`config.mk`:
```
export PLATFORM = sky130hd
export DESIGN_NAME = loft_quad_index_generator_flat
export DESIGN_NICKNAME = d
export VERILOG_FILES = /design/src/hdl/lqig_pkg.sv /design/src/hdl/lqig_in_if.sv /design/src/hdl/lqig_out_if.sv /design/src/hdl/loft_quad_index_generator.sv /design/src/flat_wrapper.sv
export SDC_FILE = /design/constraint.sdc
export NUM_CORES = 1
export LEC_CHECK = 0
export BUFFER_PORTS_ARGS = -buffer_cell sky130_fd_sc_hd__buf_2
export CAP_MARGIN = 20
export CORE_AREA = 5 5 226 228
export DETAILED_ROUTE_END_ITERATION = 10
export DIE_AREA = 0 0 231 233
export RECOVER_POWER = 25
export SETUP_SLACK_MARGIN = 0.1
export SLEW_MARGIN = 20
export SYNTH_ARGS = -nofsm -noshare
export SYNTH_HDL_FRONTEND = slang
export SYNTH_SLANG_ARGS = --single-unit
```
`constraint.sdc`:
```
create_clock -name clk -period 14 [get_ports clk]
set_clock_uncertainty 0.2 [all_clocks]
set_input_delay 2.8 -clock clk [delete_from_list [all_inputs] [get_ports clk]]
set_output_delay 2.8 -clock clk [all_outputs]
set_load 0.01 [all_outputs]
```
`src/hdl/lqig_pkg.sv`:
```
// shared constants and codes for the loft quad index generator
`timescale 1ns / 1ps
package lqig_pkg;

	localparam int CFG_W     = 9;
	localparam int IDX_W     = 16;
	localparam int REG_IDX_W = 2;

	localparam int DEF_MAX_SECTIONS   = 256;
	localparam int DEF_MAX_RING_VERTS = 256;

	localparam logic [REG_IDX_W-1:0] REG_SECTION_COUNT  = 2'd0;
	localparam logic [REG_IDX_W-1:0] REG_VERTS_PER_RING = 2'd1;
	localparam logic [REG_IDX_W-1:0] REG_CAPS_ENABLE    = 2'd2;

	localparam logic [CFG_W-1:0] SECTION_COUNT_RESET  = 9'd2;
	localparam logic [CFG_W-1:0] VERTS_PER_RING_RESET = 9'd4;
	localparam logic             CAPS_ENABLE_RESET    = 1'b0;

	localparam logic [1:0] PH_BODY  = 2'd0;
	localparam logic [1:0] PH_CAP   = 2'd1;
	localparam logic [1:0] PH_DEGEN = 2'd2;

endpackage

```
`src/hdl/lqig_in_if.sv`:
```
// input channel: one tick transaction carrying the restart flag
`timescale 1ns / 1ps
interface lqig_in_if;
	logic valid;
	logic ready;
	logic restart;

	modport source (output valid, output restart, input ready);
	modport sink (input valid, input restart, output ready);
endinterface

```
`src/hdl/lqig_out_if.sv`:
```
// output channel: one quad transaction with four vertex indices and a last flag
`timescale 1ns / 1ps
interface lqig_out_if;
	import lqig_pkg::*;

	logic             valid;
	logic             ready;
	logic [IDX_W-1:0] index_a;
	logic [IDX_W-1:0] index_b;
	logic [IDX_W-1:0] index_c;
	logic [IDX_W-1:0] index_d;
	logic             last_quad;

	modport source (output valid, output index_a, output index_b, output index_c,
		output index_d, output last_quad, input ready);
	modport sink (input valid, input index_a, input index_b, input index_c,
		input index_d, input last_quad, output ready);
endinterface

```
`src/hdl/loft_quad_index_generator.sv`:
```
// an accepted tick has its quad in the output register in the next cycle
// throughput: one quad per cycle; a tick is taken whenever the output register
// is empty or being drained in the same cycle
// the position counters and one small multiply for the ring base set the cycle
// reset: configuration returns to two sections, four ring vertices, caps off;
// the sequence returns to the first body quad and the output register empties
`timescale 1ns / 1ps
module loft_quad_index_generator #(
	parameter int MAX_SECTIONS   = lqig_pkg::DEF_MAX_SECTIONS,
	parameter int MAX_RING_VERTS = lqig_pkg::DEF_MAX_RING_VERTS
) (
	input  logic                           clk,
	input  logic                           arst_n,
	lqig_in_if.sink                        tick,
	lqig_out_if.source                     quad,
	input  logic                           cfg_we,
	input  logic [lqig_pkg::REG_IDX_W-1:0] cfg_index,
	input  logic [lqig_pkg::CFG_W-1:0]     cfg_data
);
	import lqig_pkg::*;

	localparam int SW  = $clog2(MAX_SECTIONS);
	localparam int VW  = $clog2(MAX_RING_VERTS);
	localparam int SCW = $clog2(MAX_SECTIONS + 1);
	localparam int VCW = $clog2(MAX_RING_VERTS + 1);

	logic [CFG_W-1:0] sec_count_q;
	logic [CFG_W-1:0] verts_q;
	logic             caps_q;

	logic [SW-1:0] sec_pos_q;
	logic [VW-1:0] vert_pos_q;
	logic [1:0]    phase_q;
	logic [VW-1:0] cap_pos_q;
	logic          cap_half_q;

	logic             out_valid_q;
	logic [IDX_W-1:0] idx_a_q, idx_b_q, idx_c_q, idx_d_q;
	logic             last_q;

	logic [SCW-1:0] s_cl;
	logic [VCW-1:0] v_cl;
	logic [VCW-1:0] h;
	logic           pos_ok;
	logic           go;

	logic [SW-1:0] e_sec, n_sec, sec_m1;
	logic [VW-1:0] e_vert, n_vert, j2;
	logic [1:0]    e_phase, n_phase;
	logic [VW-1:0] e_cap, n_cap;
	logic          e_half, n_half;
	logic          vert_inc_ok;
	logic          last;

	logic [31:0]      lo_full;
	logic [IDX_W-1:0] lo, hi, v16, h16, off;
	logic [IDX_W-1:0] qa, qb, qc, qd;

	logic accept;

	// configuration registers
	always_ff @(posedge clk or negedge arst_n) begin
		if (!arst_n) begin
			sec_count_q <= SECTION_COUNT_RESET;
			verts_q     <= VERTS_PER_RING_RESET;
			caps_q      <= CAPS_ENABLE_RESET;
		end else if (cfg_we) begin
			unique case (cfg_index)
				REG_SECTION_COUNT:  sec_count_q <= cfg_data;
				REG_VERTS_PER_RING: verts_q     <= cfg_data;
				REG_CAPS_ENABLE:    caps_q      <= cfg_data[0];
				default: ;
			endcase
		end
	end

	// clamped section count, ring size and half ring
	always_comb begin
		if (sec_count_q < CFG_W'(2))
			s_cl = SCW'(2);
		else if (32'(sec_count_q) > MAX_SECTIONS)
			s_cl = SCW'(MAX_SECTIONS);
		else
			s_cl = SCW'(sec_count_q);

		if (verts_q < CFG_W'(2))
			v_cl = VCW'(2);
		else if (32'(verts_q) > MAX_RING_VERTS)
			v_cl = VCW'(MAX_RING_VERTS);
		else
			v_cl = VCW'(verts_q);

		h = v_cl >> 1;
	end

	// current position still inside the sequence
	always_comb begin
		unique case (phase_q)
			PH_BODY:  pos_ok = (sec_pos_q != '0) && (32'(sec_pos_q) < 32'(s_cl)) &&
				(32'(vert_pos_q) < 32'(v_cl));
			PH_CAP:   pos_ok = caps_q && (cap_pos_q != '0) && (32'(cap_pos_q) < 32'(h));
			PH_DEGEN: pos_ok = caps_q && v_cl[0];
			default:  pos_ok = 1'b0;
		endcase
	end

	assign go      = tick.restart || !pos_ok;
	assign e_sec   = go ? SW'(1) : sec_pos_q;
	assign e_vert  = go ? '0 : vert_pos_q;
	assign e_phase = go ? PH_BODY : phase_q;
	assign e_cap   = go ? VW'(1) : cap_pos_q;
	assign e_half  = go ? 1'b0 : cap_half_q;

	// quad indices
	assign vert_inc_ok = (32'(e_vert) + 32'd1) < 32'(v_cl);
	assign j2          = vert_inc_ok ? e_vert + VW'(1) : '0;
	assign sec_m1      = e_sec - SW'(1);
	assign lo_full     = 32'(sec_m1) * 32'(v_cl);
	assign lo          = lo_full[IDX_W-1:0];
	assign v16         = IDX_W'(v_cl);
	assign h16         = IDX_W'(h);
	assign hi          = lo + v16;
	assign off         = e_half ? v16 : '0;

	always_comb begin
		unique case (e_phase)
			PH_BODY: begin
				qa = lo + IDX_W'(e_vert);
				qb = lo + IDX_W'(j2);
				qc = hi + IDX_W'(j2);
				qd = hi + IDX_W'(e_vert);
			end
			PH_CAP: begin
				qa = IDX_W'(e_cap) - IDX_W'(1) + off;
				qb = IDX_W'(e_cap) + off;
				qc = v16 - IDX_W'(e_cap) - IDX_W'(1) + off;
				qd = v16 - IDX_W'(e_cap) + off;
			end
			default: begin
				qa = h16 - IDX_W'(1) + off;
				qb = h16 + off;
				qc = h16 + off;
				qd = h16 + IDX_W'(1) + off;
			end
		endcase
	end

	// next position
	always_comb begin
		n_sec   = e_sec;
		n_vert  = e_vert;
		n_phase = e_phase;
		n_cap   = e_cap;
		n_half  = e_half;
		last    = 1'b0;
		unique case (e_phase)
			PH_BODY: begin
				if (vert_inc_ok) begin
					n_vert = e_vert + VW'(1);
				end else begin
					n_vert = '0;
					if ((32'(e_sec) + 32'd1) < 32'(s_cl)) begin
						n_sec = e_sec + SW'(1);
					end else if (caps_q && (h > VCW'(1))) begin
						n_phase = PH_CAP;
						n_cap   = VW'(1);
						n_half  = 1'b0;
					end else if (caps_q && v_cl[0]) begin
						n_phase = PH_DEGEN;
						n_half  = 1'b0;
					end else begin
						last = 1'b1;
					end
				end
			end
			PH_CAP: begin
				if (!e_half) begin
					n_half = 1'b1;
				end else begin
					n_half = 1'b0;
					if ((32'(e_cap) + 32'd1) < 32'(h))
						n_cap = e_cap + VW'(1);
					else if (v_cl[0])
						n_phase = PH_DEGEN;
					else
						last = 1'b1;
				end
			end
			default: begin
				if (!e_half)
					n_half = 1'b1;
				else
					last = 1'b1;
			end
		endcase
	end

	assign tick.ready = !out_valid_q || quad.ready;
	assign accept     = tick.valid && tick.ready;

	// position state
	always_ff @(posedge clk or negedge arst_n) begin
		if (!arst_n) begin
			sec_pos_q  <= SW'(1);
			vert_pos_q <= '0;
			phase_q    <= PH_BODY;
			cap_pos_q  <= VW'(1);
			cap_half_q <= 1'b0;
		end else if (accept) begin
			if (last) begin
				sec_pos_q  <= SW'(1);
				vert_pos_q <= '0;
				phase_q    <= PH_BODY;
				cap_pos_q  <= VW'(1);
				cap_half_q <= 1'b0;
			end else begin
				sec_pos_q  <= n_sec;
				vert_pos_q <= n_vert;
				phase_q    <= n_phase;
				cap_pos_q  <= n_cap;
				cap_half_q <= n_half;
			end
		end
	end

	// output register
	always_ff @(posedge clk or negedge arst_n) begin
		if (!arst_n)
			out_valid_q <= 1'b0;
		else if (accept)
			out_valid_q <= 1'b1;
		else if (quad.ready)
			out_valid_q <= 1'b0;
	end

	always_ff @(posedge clk) begin
		if (accept) begin
			idx_a_q <= qa;
			idx_b_q <= qb;
			idx_c_q <= qc;
			idx_d_q <= qd;
			last_q  <= last;
		end
	end

	assign quad.valid     = out_valid_q;
	assign quad.index_a   = idx_a_q;
	assign quad.index_b   = idx_b_q;
	assign quad.index_c   = idx_c_q;
	assign quad.index_d   = idx_d_q;
	assign quad.last_quad = last_q;

endmodule

```
`src/flat_wrapper.sv`:
```
// flat-port wrapper written by rule: the top's interface ports become plain ports
module loft_quad_index_generator_flat import lqig_pkg::*;
#(
	parameter int MAX_SECTIONS   = lqig_pkg::DEF_MAX_SECTIONS,
	parameter int MAX_RING_VERTS = lqig_pkg::DEF_MAX_RING_VERTS
)
  (clk, arst_n, cfg_we, cfg_index, cfg_data, tick_valid, tick_restart, tick_ready, quad_valid, quad_index_a, quad_index_b, quad_index_c, quad_index_d, quad_last_quad, quad_ready);
  lqig_in_if tick_i ();
  lqig_out_if quad_i ();
  input  logic clk;
  input  logic arst_n;
  input  logic cfg_we;
  input  logic [lqig_pkg::REG_IDX_W-1:0] cfg_index;
  input  logic [lqig_pkg::CFG_W-1:0] cfg_data;
  input wire logic [$bits(tick_i.valid)-1:0] tick_valid;
  input wire logic [$bits(tick_i.restart)-1:0] tick_restart;
  output wire logic [$bits(tick_i.ready)-1:0] tick_ready;
  output wire logic [$bits(quad_i.valid)-1:0] quad_valid;
  output wire logic [$bits(quad_i.index_a)-1:0] quad_index_a;
  output wire logic [$bits(quad_i.index_b)-1:0] quad_index_b;
  output wire logic [$bits(quad_i.index_c)-1:0] quad_index_c;
  output wire logic [$bits(quad_i.index_d)-1:0] quad_index_d;
  output wire logic [$bits(quad_i.last_quad)-1:0] quad_last_quad;
  input wire logic [$bits(quad_i.ready)-1:0] quad_ready;
  assign tick_i.valid = tick_valid;
  assign tick_i.restart = tick_restart;
  assign tick_ready = tick_i.ready;
  assign quad_valid = quad_i.valid;
  assign quad_index_a = quad_i.index_a;
  assign quad_index_b = quad_i.index_b;
  assign quad_index_c = quad_i.index_c;
  assign quad_index_d = quad_i.index_d;
  assign quad_last_quad = quad_i.last_quad;
  assign quad_i.ready = quad_ready;
  loft_quad_index_generator #(.MAX_SECTIONS(MAX_SECTIONS), .MAX_RING_VERTS(MAX_RING_VERTS)) u_core (.clk(clk), .arst_n(arst_n), .tick(tick_i), .quad(quad_i), .cfg_we(cfg_we), .cfg_index(cfg_index), .cfg_data(cfg_data));
endmodule
```
==> results.tsv <==
stage	metric	value	unit
sta	whs	0.343	ns
critical_path	worstPathRequired	13.91	ns
synth	ys_warn_count	0	
placed_design	port-buffer-count	83	
detailed_routing	vias	12500	
synth	synthArstFlopShare	42.0	%
pwr	p_leak	7.27	nW
critical_path	critPathMaxFanout	34	
sta	worst_pin_slew	2.79	ns
synth	synth_cells	1684	
pwr	power_density	120	nW/µm²
synth	synth_edf_count	65	
synth	synth_xor_xnor_area_share	9.62	%
finish	nNetsFinal	1998	
clock_tree	cts_tree	done	
run_status	violations	max-capacitance violations, max-slew violations	
clock_tree	cts_hold_buf	0	
synth	synth_top_area_share	17.1	%
grt	grt_pass1_wl	70200	µm
grt	grt_max_degree	80	
floorplan	dieWidth	231	µm
synth	synth_area	14400	µm²
run_status	outcome	complete, but fails checks	
sta	final_max_slew_viol_count	48	
grt	grt.total_usage	16.4	%
critical_path	worst_path_max_delay_cell	dfrtp_1	
synth	synth_top_cells_by_area	ha_1 (17%), edfxtp_1 (14%), dfrtp_1 (7.5%)	
clock_tree	clock_path_buffers	2	
finish	nFillCells	5110	
clock_tree	clk_latency	0.39	ns
detailed_routing	ant_nets	0	
critical_path	cpMostUsedCell	ha_1	
pwr	ir_worst_vdd	0.0679	mV
synth	synth_common_cells	ha_1 (197), inv_1 (163), nand2_1 (134), nor2_1 (128), a21oi_1 (108)	
clock_tree	post_cts_buffers	0	
sta	slew_headroom	-86.1	%
critical_path	startpoint_type	register	
detailed_routing	wl_per_cell	18.9	µm
sta	hold_viol	0	
critical_path	critPathKind	register to register	
floorplan	fp.dieH	233	µm
sta	fmax	88.1	MHz
floorplan	die_area	53800	µm²
critical_path	cpPeakStageDelay	0.70	ns
floorplan	core-area	48600	µm²
floorplan	start_util	29.7	%
critical_path	crit_family	adder cells	
detailed_routing	drc_errors	0	
synth	synth_top_area_cell	ha_1	
sta	setup_viol	0	
placed_design	place_inst	2342	
clock_tree	cts_buffers	9	
grt	grt_pass1_vias	12900	
placed_design	place_congestion	0.928	
synth	ys.flop_type	edfxtp_1	
grt	antenna_found_initial	2	
detailed_routing	routed_wl	44500	µm
synth	ys_seq_area_share	21.7	%
clock_tree	cts_root_buffer	clkbuf_16	
critical_path	crit_buf_inv	4	
synth	synth_top_family_by_area	adder cells	
clock_tree	clock_sinks	112	
sta	fin_crit_sh	81.1	%
job	maxCapViolCount	1	
detailed_routing	via_per_inst	5.30	
min_path	min_path_type	register to register	
clock_tree	cts_resized	0	
critical_path	cp-end-kind	register	
placed_design	dp_hpwl	35200	µm
synth	synth_seq_cells	112	
floorplan	pin_count	84	
synth	synth-compound-area-share	19.0	%
clock_tree	clkTransAtPathRegs	0.08	ns
floorplan	placementRows	81	
detailed_routing	first_pass_iters	5	
sta	setup_tns	0	ns
synth	muxShareOfSynthArea	1.53	%
synth	synth-simple-area-share	17.3	%
synth	synth_cell_types	91	
critical_path	cp.arrival	11.27	ns
finish	layout-drive-gt1-share	8.87	%
sta	rsz0062_at_grt	false	
synth	avgSynthCellArea	8.57	µm²
synth	syn_nets	1951	
finish	area_growth	9.12	%
finish	final_core_util	32.4	%
detailed_routing	drt_iter0_markers	909	
sta	finalWorstSetupSlack	2.64	ns
placed_design	pre_cts_slack	2.44	ns
synth	synth_most_common_cell	ha_1	
sta	period_needed	11.36	ns
grt	overflow	0	
finish	instances_no_fill	2359	
synth	synthAdderAreaFrac	24.4	%
clock_tree	htreeDepth	3	
-- flip-flops by register name, indices dropped and copies added (netlist names), 9 cells and up --
name / cells
u_core.quad.index_a: 16
u_core.quad.index_b: 16
u_core.quad.index_c: 16
u_core.quad.index_d: 16
u_core.sec_count_q: 9
u_core.verts_q: 9
-- layout by cell type, fill, tap and decap left out, types with 15 or more instances in the layout --
master and n:
xnor2_1 97, xor2_1 59, nor2_1 128, a21oi_1 108, o21ai_0 89, nor2b_1 29
ha_1 197, nand3_1 35, fa_1 53, nand2b_1 24, and3_1 15, dfrtp_1 43
and2_1 24, a31oi_1 15, a21o_1 45, o21bai_1 21, inv_1 162, nor3_1 24
nand2_1 134, o221ai_1 15, buf_2 76, mux2_2 17, edfxtp_1 65
-- report_power, final --
group	total, mW	internal, mW	leakage [nW]	switching [mW]
clock	0.283	0.142	0.152	0.141
combinational	1.13	0.428	5.88	0.698
sequential	0.475	0.433	1.24	0.0421
total	1.88	1.00	7.27	0.882
-- path summary, 6_finish.rpt --
kind / start / endpoint / slack, ns / depth (start not counted)
setup / recovery: u_core.verts_q[8] / u_core.quad.index_d[15] / 2.64 / 36
hold reg to reg: u_core.sec_count_q[3] / u_core.sec_count_q[3] / 0.34 / 1
min in group asynchronous: arst_n / u_core.caps_q / 3.20 / 2
hold / removal: u_core.sec_count_q[3] / u_core.sec_count_q[3] / 0.34 / 1
max in group asynchronous: arst_n / u_core.cap_pos_q[7] / 8.81 / 2
setup reg to reg: u_core.verts_q[8] / u_core.quad.index_d[15] / 2.64 / 36
-- stage by stage --
stage               total power, mW  instance area (µm²)
finish                         1.88                15800
detailed placement             1.59                15500
global route                   2.04                15800
global placement               1.58                15500
CTS                            1.89                15800
floorplan                      1.27                14400
-- worst reg2reg max path: cells and delay by family, from the launching register on --
family / cells / cell delay [ns]
adder cells (fa/ha/maj): 8 / 3.40
AND/OR/NAND/NOR: 10 / 2.80
AO/OA/AOI/OAI: 12 / 2.54
XOR/XNOR: 2 / 0.85
flip-flops: 1 / 0.70
buffers and inverters: 4 / 0.59
-- layer usage --
metal  global-route usage (%)  part of all wire [%]  up-vias
met5                        0                 0.025        -
li1                         -                     -     6037
met4                     5.83                   3.2        2
met2                     27.6                    46      337
met3                     2.15                   5.0       74
met1                     21.8                    46     6052
-- final cells by class --
cell class / instances / area (µm²) / area share (%)
Antenna cell: 1 / 2.50 / 0.0159
Clock buffer: 10 / 229 / 1.45
Clock inverter: 6 / 77.6 / 0.492
Timing Repair Buffer: 95 / 489 / 3.10
Tap cell: 622 / 778 / 4.94
Multi-Input combinational cell: 1339 / 10400 / 65.9
Inverter: 174 / 662 / 4.20
Sequential cell: 112 / 3130 / 19.9
-- cell families (layout without fill, tap and decap cells) --
kind of cell	Yosys count	after routing
DFF	112	112
buffers and inverters	233	285
muxes	20	20
AOI/OAI and AO/OA	417	417
xor gates and xnor gates	157	157
and+or+nand+nor	494	494
other	1	2
adders and majority gates	250	250
No activity file was read; power rests on OpenSTA's default activity.
